**src/rtl/core/bpa_pkg.sv**
```systemverilog
// ---------------------------------------------------------------------------
// Buddy page allocator package
// Shared types, codes and default parameter values for the allocator.
// ---------------------------------------------------------------------------
package bpa_pkg;

  // Default sizing of the frame pool.
  localparam int unsigned DefFrameCount = 1024;
  localparam int unsigned DefTopOrder   = 6;
  localparam int unsigned DefPageShift  = 12;

  // Width of an order value as it travels on the ports.
  localparam int unsigned OrderW = 4;

  // Request kinds.
  localparam logic REQ_ALLOC = 1'b0;
  localparam logic REQ_FREE  = 1'b1;

  // Result status codes.
  localparam logic [1:0] STATUS_OK        = 2'd0;
  localparam logic [1:0] STATUS_NO_MEMORY = 2'd1;
  localparam logic [1:0] STATUS_BAD_ORDER = 2'd2;

  // Request payload.
  typedef struct packed {
    logic              req_type;
    logic [OrderW-1:0] block_order;
    logic [31:0]       block_address;
  } req_t;

  // Result payload.
  typedef struct packed {
    logic [31:0] granted_address;
    logic [1:0]  status;
  } res_t;

  // Controller states.
  typedef enum logic [3:0] {
    S_INIT,
    S_IDLE,
    S_DISPATCH,
    S_ALLOC_POP,
    S_SPLIT,
    S_MERGE,
    S_MARK_CHK,
    S_WALK_RD,
    S_WALK_CHK,
    S_CLR_F,
    S_CLR_M,
    S_PUSH
  } state_e;

  // Datapath operations issued by the controller, one per cycle.
  typedef enum logic [3:0] {
    OP_NONE,
    OP_INIT,
    OP_LOAD,
    OP_ALLOC_RD,
    OP_ALLOC_POP,
    OP_SPLIT,
    OP_MARK_RD,
    OP_WALK_START,
    OP_WALK_RD,
    OP_WALK_CHK,
    OP_CLR_F,
    OP_CLR_M,
    OP_PUSH,
    OP_RES_GRANT,
    OP_RES_NOMEM,
    OP_RES_ORDER
  } dp_op_e;

  // Controller to datapath.
  typedef struct packed {
    dp_op_e op;
  } dp_cmd_t;

  // Datapath to controller.
  typedef struct packed {
    logic init_last;
    logic bad_order;
    logic is_free;
    logic alloc_found;
    logic out_range;
    logic split_more;
    logic merge_ok;
    logic mark_match;
    logic walk_live;
    logic walk_hit;
  } dp_status_t;

endpackage

```
**src/rtl/core/bpa_ctrl.sv**
```systemverilog
// ---------------------------------------------------------------------------
// Buddy page allocator controller
// Sequences the initialisation sweep, the allocation split and the free merge.
// ---------------------------------------------------------------------------
module bpa_ctrl (
  input  logic                clk_i,
  input  logic                rst_ni,
  input  logic                start_i,
  input  bpa_pkg::dp_status_t status_i,
  output bpa_pkg::dp_cmd_t    cmd_o,
  output logic                busy_o
);
  import bpa_pkg::*;

  state_e state_q, state_d;

  // State register.
  always_ff @(posedge clk_i or negedge rst_ni) begin
    if (!rst_ni) begin
      state_q <= S_INIT;
    end else begin
      state_q <= state_d;
    end
  end

  // Next state.
  always_comb begin
    state_d = state_q;
    case (state_q)
      S_INIT: begin
        if (status_i.init_last) state_d = S_IDLE;
      end
      S_IDLE: begin
        if (start_i) state_d = S_DISPATCH;
      end
      S_DISPATCH: begin
        if (status_i.bad_order) begin
          state_d = S_IDLE;
        end else if (!status_i.is_free) begin
          state_d = status_i.alloc_found ? S_ALLOC_POP : S_IDLE;
        end else begin
          state_d = status_i.out_range ? S_IDLE : S_MERGE;
        end
      end
      S_ALLOC_POP: state_d = S_SPLIT;
      S_SPLIT: begin
        if (!status_i.split_more) state_d = S_IDLE;
      end
      S_MERGE: state_d = status_i.merge_ok ? S_MARK_CHK : S_PUSH;
      S_MARK_CHK: state_d = status_i.mark_match ? S_WALK_RD : S_PUSH;
      S_WALK_RD: state_d = status_i.walk_live ? S_WALK_CHK : S_PUSH;
      S_WALK_CHK: state_d = status_i.walk_hit ? S_CLR_F : S_WALK_RD;
      S_CLR_F: state_d = S_CLR_M;
      S_CLR_M: state_d = S_MERGE;
      S_PUSH: state_d = S_IDLE;
      default: state_d = S_IDLE;
    endcase
  end

  // Datapath command for the current cycle.
  always_comb begin
    cmd_o.op = OP_NONE;
    case (state_q)
      S_INIT: cmd_o.op = OP_INIT;
      S_IDLE: begin
        if (start_i) cmd_o.op = OP_LOAD;
      end
      S_DISPATCH: begin
        if (status_i.bad_order) begin
          cmd_o.op = OP_RES_ORDER;
        end else if (!status_i.is_free) begin
          cmd_o.op = status_i.alloc_found ? OP_ALLOC_RD : OP_RES_NOMEM;
        end else if (status_i.out_range) begin
          // A free outside the pool only reports an ordinary result.
          cmd_o.op = OP_RES_GRANT;
        end
      end
      S_ALLOC_POP: cmd_o.op = OP_ALLOC_POP;
      S_SPLIT: cmd_o.op = status_i.split_more ? OP_SPLIT : OP_RES_GRANT;
      S_MERGE: begin
        if (status_i.merge_ok) cmd_o.op = OP_MARK_RD;
      end
      S_MARK_CHK: begin
        if (status_i.mark_match) cmd_o.op = OP_WALK_START;
      end
      S_WALK_RD: begin
        if (status_i.walk_live) cmd_o.op = OP_WALK_RD;
      end
      S_WALK_CHK: cmd_o.op = OP_WALK_CHK;
      S_CLR_F: cmd_o.op = OP_CLR_F;
      S_CLR_M: cmd_o.op = OP_CLR_M;
      S_PUSH: cmd_o.op = OP_PUSH;
      default: cmd_o.op = OP_NONE;
    endcase
  end

  assign busy_o = (state_q != S_IDLE);

endmodule

```
**config.mk**
```make
export PLATFORM = sky130hd
export DESIGN_NAME = bpa_ctrl
export DESIGN_NICKNAME = d
export VERILOG_FILES = /design/src/rtl/core/bpa_pkg.sv /design/src/rtl/core/bpa_ctrl.sv
export SDC_FILE = /design/constraint.sdc
export NUM_CORES = 1
export LEC_CHECK = 0
export ABC_AREA = 0
export BUFFER_PORTS_ARGS = -buffer_cell sky130_fd_sc_hd__buf_4
export CORE_AREA = 2 2 39 41
export DETAILED_ROUTE_END_ITERATION = 16
export DIE_AREA = 0 0 41 43
export PLACE_DENSITY = 0.84
export SLEW_MARGIN = 40
export SYNTH_ARGS = -nofsm -noshare
export SYNTH_HDL_FRONTEND = slang
export SYNTH_SLANG_ARGS = --single-unit
```
**constraint.sdc**
```tcl
create_clock -name clk_i -period 2.6 [get_ports clk_i]
set_input_delay 0.52 -clock clk_i [delete_from_list [all_inputs] [get_ports clk_i]]
set_output_delay 0.52 -clock clk_i [all_outputs]
set_load 0.05 [all_outputs]
```
; ---- After elaboration in Yosys (flattened, before gate mapping)
; Index checks and enable logic that the tools add are counted.
[word_totals]
regBits = 4
word_cells = 40
[op_classes]
n_eq_ne = 15
muxes = 22
reduce_logical = 2
[op_table]
columns = cell, count
row1 = $mux W4, 12
row2 = $pmux W4 S12, 1
row3 = $pmux W4 S11, 1
row4 = $eq A4 B3 Y1 const B, 4
row5 = $eq A4 B4 Y1 const B, 4
row6 = $mux W3, 5
row7 = $eq A4 B2 Y1 const B, 2
row8 = $mux W2, 3
row9 = $ne A2 B2 Y1 const B, 3
row10 = $eq A4 B1 Y1 const B, 1
row11 = $logic_not A4 Y1, 1
row12 = $ne A4 B1 Y1 const B, 1
row13 = $reduce_and A3 Y1, 1

; ---- Logic depth before layout (Yosys ltp)
; Gate-level depths: netlist (run 1).
[depth]
depth_word = 4
mapped_depth = 5
depth_no_buf = 3

; ---- Worst setup path before layout (run 1)
; Ideal clock, no wire load.
[synth_path]
path_type = input to output
from = in status_i[6] in the netlist's numbering
to = out cmd_o[0] in the netlist's numbering
arrival_ps = 1542
path_slack_ps = 538
cell_stages = 3
path_buffers = 0
path_cell_list = nor2b_1 -> o41ai_2 -> a221oi_2
[synth_lines]
columns = element, line
row1 = start: declaration, bpa_ctrl.sv:9  ; input bpa_pkg::dp_status_t status_i,
row2 = end: declaration, bpa_ctrl.sv:10  ; output bpa_pkg::dp_cmd_t cmd_o,

; ---- Final worst setup path (run 1)
[layout_path]
from = reg state_q[0]
to = out busy_o
[layout_between]
elab_chain_len = 1
[layout_lines]
columns = element, line
row1 = start: declaration, bpa_ctrl.sv:15  ; state_e state_q, state_d;
row2 = start signal: assignment, bpa_ctrl.sv:22  ; state_q <= state_d;
row3 = $ne A4 B1 Y1, bpa_ctrl.sv:97  ; assign busy_o = (state_q != S_IDLE);
row4 = end: declaration, bpa_ctrl.sv:11  ; output logic busy_o
; No other way between the ends.

==> results.cfg, run 1 <==
[logic_synthesis]
synthesis.area_um2 = 611.8
synthCells = 73
synth_top_area_share_pct = 16.36
synth_cell_types = 39
yosysSeqAreaShare_pct = 16.36
ys_ff_latch = 4
synth_area_leader_cell = dfrtp_1
synth_ff_type = dfrtp_1
synthArstFlopShare_pct = 100.0
synthTopCellsByArea = dfrtp_1 16%, buf_6 7.4%, a221oi_2 4.9%
syn-num-nets = 86
syn_area_per_cell_um2 = 8.381
yosysWarnings = 0
synth_edf_count = 0

[timing]
setup_violations = 0
finalHoldViolCount = 0
layout_setup_ws_ns = 0.2871
timing.setup.tns_ns = 0
worstMarginPinSlew_ns = 0.6228
finalCritPeriodShare_pct = 88.96
relSlewSlack_pct = 58.48
rsz0062_at_grt = false
drv_slew = 0
fin_skew_ns = 0.006563
post-route-min-period_ns = 2.313
max_freq_mhz = 432.4

[drt]
totalWireLength_um = 1370
via_per_inst = 6.000
drc_errors = 0
drt_first_iter_violations = 20
wl_per_cell_um = 13.30
dr.pass1.iters = 4
drtAntennaViolNets = 0
via_count = 618

[setup_path]
cp.arrival_ns = 1.79
worst-r2r-setup-slack_ns = 1.08
worstSetupPathType = reg2out
crit_fanout = 19
worst_setup_path_start_kind = flip-flop
slowest_delay_ns = 0.71
crit_slowest_cell = dfrtp_1
end_kind = output pin
r2r_end = state_q[2]
ff2ff_path_depth = 3
timing.rr.start = state_q[1]
worst_ep_required_time_ns = 2.08
worstPathCellList = inv_2 > or4_1 > buf_4

[placement]
hpwl_um = 981.7
gp_congestion = 0.8379
port_buffers = 17
post-place-ws_ns = 0.5666
place_inst = 100

[grt]
grt_max_degree = 22
grt_pass1_wl_um = 2166
grt_pass1_vias = 534
antenna_found_initial = 0
track_usage_pct = 17.40
grt.overflow.total = 0

[cells_and_area]
top_register = state_q
mostFrequentLayoutCells = 18 x buf_4, 4 x nand2b_1, 4 x nand2_1, 4 x dfrtp_1
largestRegisters = state_q (4)
final_cells = 103
syn2layout_area_growth_pct = 18.81
largest_reg_flops = 4
final_layout_size_suffix_gt1_share_pct = 39.08
post-route-util_pct = 52.53
n_antenna_cell = 0
layout_commonest_cell = buf_4
layout.nets = 102

[die]
num_io_pins = 18
rows = 14
die_area_um2 = 1763
core_area_um2 = 1384
initial_core_util_pct = 44.21
die_w_um = 41
die_y_um = 43

[clock_tree]
insertion_delay_ns = 0.23
clock_sink_count = 4
cts_tree = done
numCtsBuffers = 3
hold_buffers = 0
cts_resized = 0
root_buffer = clkbuf_4
htreeDepth = 1
clk_pin_slew_ns = 0.04
cts_setup_buffers = 0
clockBufferDepth = 2

[hold_path]
min_path_type = in2async

[job]
maxCapViolCount = 0

[power]
power.leakage_uw = 0.0003180
switching_power_uw = 542.2
clockPowerShare_pct = 7.9
pwr-share-comb_pct = 67.8
powerDensity_nw_per_um2 = 1331
switching_share_pct = 56.06
pwr-share-seq_pct = 24.3
ir_drop_v = 0.0004695
intPower_uw = 425.0

[status]
status = complete, no violations
## how the worst max path moves through the flow
stage | from | to | slack (ns)
floorplan | status_i[6] | cmd_o[0] | 0.54
global placement | state_q[0] | busy_o | 0.60
detailed placement | state_q[0] | busy_o | 0.57
CTS | state_q[0] | busy_o | 0.30
global route | state_q[1] | cmd_o[3] | 0.19
finish | state_q[0] | busy_o | 0.29
## power groups by stage
stage | sequential, uW | combinational, uW | clock (uW)
6_report | 235 | 656 | 76.1
5_1_grt | 249 | 698 | 85.3
3_3_place_gp | 228 | 650 | 0
4_1_cts | 231 | 655 | 78.9
3_5_place_dp | 233 | 653 | 0
2_1_floorplan | 113 | 674 | 0
## routing by layer
metal / GRT usage [%] / wire [um] / vias up
li1: - / - / 305
met1: 22.33 / 580 / 289
met2: 27.50 / 683 / 22
met3: 5.236 / 86 / 2
met4: 4.000 / 19 / 0
met5: 0 / 0 / -
## cell type report
class	count	area, um2
sequential	4	100.1
tap	16	20.02
clock buffer	3	22.52
multi-input combinational	58	434.2
fill	131	656.9
timing repair buffer	18	135.1
inverter	4	15.01
## critical path: cells and delay by family, from the launching register on
kind / cells / cell delay (ns)
buffers and inverters: 2 / 0.32
AND/OR/NAND/NOR: 1 / 0.53
flip-flops: 1 / 0.71
## logic make-up (layout without fill, tap and decap cells)
kind of cell           count (synthesis)  count (layout)  synth area share, %
buffers and inverters                 11              25                12.68
DFF                                    4               4                16.36
AOI/OAI and AO/OA                     26              26                36.20
and+or+nand+nor                       32              32                34.77
## synth_stat cells, types with 2 or more instances
cell / number
and3b_1: 3
o21ai_0: 3
nor3b_1: 2
a221oi_2: 2
buf_2: 2
o211ai_1: 3
a21oi_1: 3
buf_6: 4
nand2_1: 4
inv_1: 3
dfrtp_1: 4
nor2b_1: 3
o21ai_1: 3
nor2_1: 3
a2bb2oi_1: 3
o31ai_2: 2
nand2b_1: 4
## metrics by stage
step	instance area, um2	hold slack, ns	total power [uW]
after floorplan	611.8	0.2244	787.6
after global placement	704.4	0.3177	877.7
after detailed placement	704.4	0.3184	886.2
after CTS	726.9	0.06859	965.6
after global routing	726.9	0.05962	1032
final	726.9	0.07149	967.2
(Power assumes the default switching activity.)
==> run 2: changes to the inputs <==
BUFFER_PORTS_ARGS = -buffer_cell sky130_fd_sc_hd__buf_2   (was -buffer_cell sky130_fd_sc_hd__buf_4)
==> run 2 against run 1 <==
  * Clock power is 1% lower
  * Sequential power is 3% lower
  * Wire length is 7.7% higher
  * Final area is 4.8% lower
  * First-iteration DRC count is 15% lower
  * Count of clock-buffer cells in the layout stayed put
  * Combinational power is 2% lower
  * Clock skew is 0.0057 ns lower
  * Cell count is 0.97% higher
  * Sequential share of layout area is 0.70 points higher
  * Via count is 1.8% higher
==> results.cfg, run 2 (synthesized netlist as in run 1, its figures left out) <==
[clock_tree]
hold_buffers = 0
root_buffer = clkbuf_4
cts_setup_buffers = 0
clk_pin_slew_ns = 0.04
clock_sink_count = 4
numCtsBuffers = 3
cts_resized = 0
clockBufferDepth = 2
insertion_delay_ns = 0.23
htreeDepth = 1
cts_tree = done

[timing]
relSlewSlack_pct = 60.03
finalHoldViolCount = 0
rsz0062_at_grt = false
finalCritPeriodShare_pct = 88.00
timing.setup.tns_ns = 0
max_freq_mhz = 437.1
fin_skew_ns = 0.0008794
worstMarginPinSlew_ns = 0.5996
drv_slew = 0
setup_violations = 0
post-route-min-period_ns = 2.288

[power]
power.leakage_uw = 0.0003090
ir_drop_v = 0.0004665
powerDensity_nw_per_um2 = 1367
switching_power_uw = 548.8
pwr-share-seq_pct = 24.0
pwr-share-comb_pct = 68.0
switching_share_pct = 58.01
intPower_uw = 397.3
clockPowerShare_pct = 7.9

[cells_and_area]
syn2layout_area_growth_pct = 13.09
final_layout_size_suffix_gt1_share_pct = 39.77
nFillCells = 137
final_cells = 104
layout.nets = 103
largest_reg_flops = 4
n_antenna_cell = 0
mostFrequentLayoutCells = 17 x buf_2, 4 x nand2b_1, 4 x nand2_1, 4 x dfrtp_1
top_register = state_q
layout_commonest_cell = buf_2
largestRegisters = state_q (4)

[grt]
grt.overflow.total = 0
grt_max_degree = 20
track_usage_pct = 18.49
grt_pass1_vias = 595
antenna_found_initial = 0
grt_pass1_wl_um = 2346

[setup_path]
cp.arrival_ns = 1.77
worst_setup_path_start_kind = flip-flop
crit_fanout = 19
end_kind = output pin
ff2ff_path_depth = 4
worst_ep_required_time_ns = 2.08
worstSetupPathType = reg2out

[drt]
totalWireLength_um = 1476
drtAntennaViolNets = 0
via_per_inst = 6.048
drt_first_iter_violations = 17
drc_errors = 0
dr.pass1.iters = 4
wl_per_cell_um = 14.19
via_count = 629

[die]
initial_core_util_pct = 44.21
rows = 14
num_io_pins = 18
die_area_um2 = 1763
die_y_um = 43
die_w_um = 41
core_area_um2 = 1384

[hold_path]
min_path_type = in2async

[job]
maxCapViolCount = 0

[placement]
hpwl_um = 1114
gp_congestion = 0.8173
place_inst = 101
port_buffers = 17

[status]
status = complete, no violations
run 2: routing by layer:
layer	vias up	GRT usage [%]	wire [um]
li1	307	-	-
met1	303	23.23	628
met2	19	32.19	794
met3	0	3.141	53
met4	0	2.000	0
met5	-	0	0
run 2: power groups by stage:
stage	sequential, uW	combinational, uW	clock [uW]
after global placement	222	627	0
final	227	643	75.2
after global routing	239	690	81.7
after detailed placement	226	640	0
after floorplan	113	674	0
after CTS	225	645	76.5
run 2: worst paths after layout:
kind / from / end / slack, ns
max: state_q[0] / cmd_o[2] / 0.31
min reg2reg: state_q[1] / state_q[0] / 0.85
min: rst_ni / state_q[0] / 0.09
max reg2reg: state_q[2] / state_q[1] / 1.04
max in group asynchronous: rst_ni / state_q[2] / 2.40
min in group clk_i: status_i[4] / state_q[2] / 0.66
run 2: worst max-delay path, stage by stage, from the launching register on:
cell	delay [ns]
dfrtp_1	0.69
and3b_1	0.25
o21ai_1	0.24
nand4_1	0.12
buf_2	0.23
run 2: final cells by class:
cell class | instances | area (um2) | share of cell area (%)
Inverter | 4 | 15.01 | 2.170
Multi-Input combinational cell | 58 | 434.2 | 62.75
Tap cell | 16 | 20.02 | 2.893
Clock buffer | 3 | 22.52 | 3.255
Sequential cell | 4 | 100.1 | 14.47
Timing Repair Buffer | 19 | 100.1 | 14.47
run 2: through the flow:
stage	hold slack (ns)	area [um2]	power (uW)	worst slack, ns	utilization [%]
2_1_floorplan	0.2244	611.8	787.6	0.5382	-
3_3_place_gp	0.3250	669.4	849.3	0.6050	48.37
3_5_place_dp	0.3268	669.4	866.0	0.5717	48.37
4_1_cts	0.08364	691.9	946.3	0.3168	50.00
5_1_grt	0.07868	691.9	1011	0.1707	50.00
6_report	0.08522	691.9	946.1	0.3120	50.00
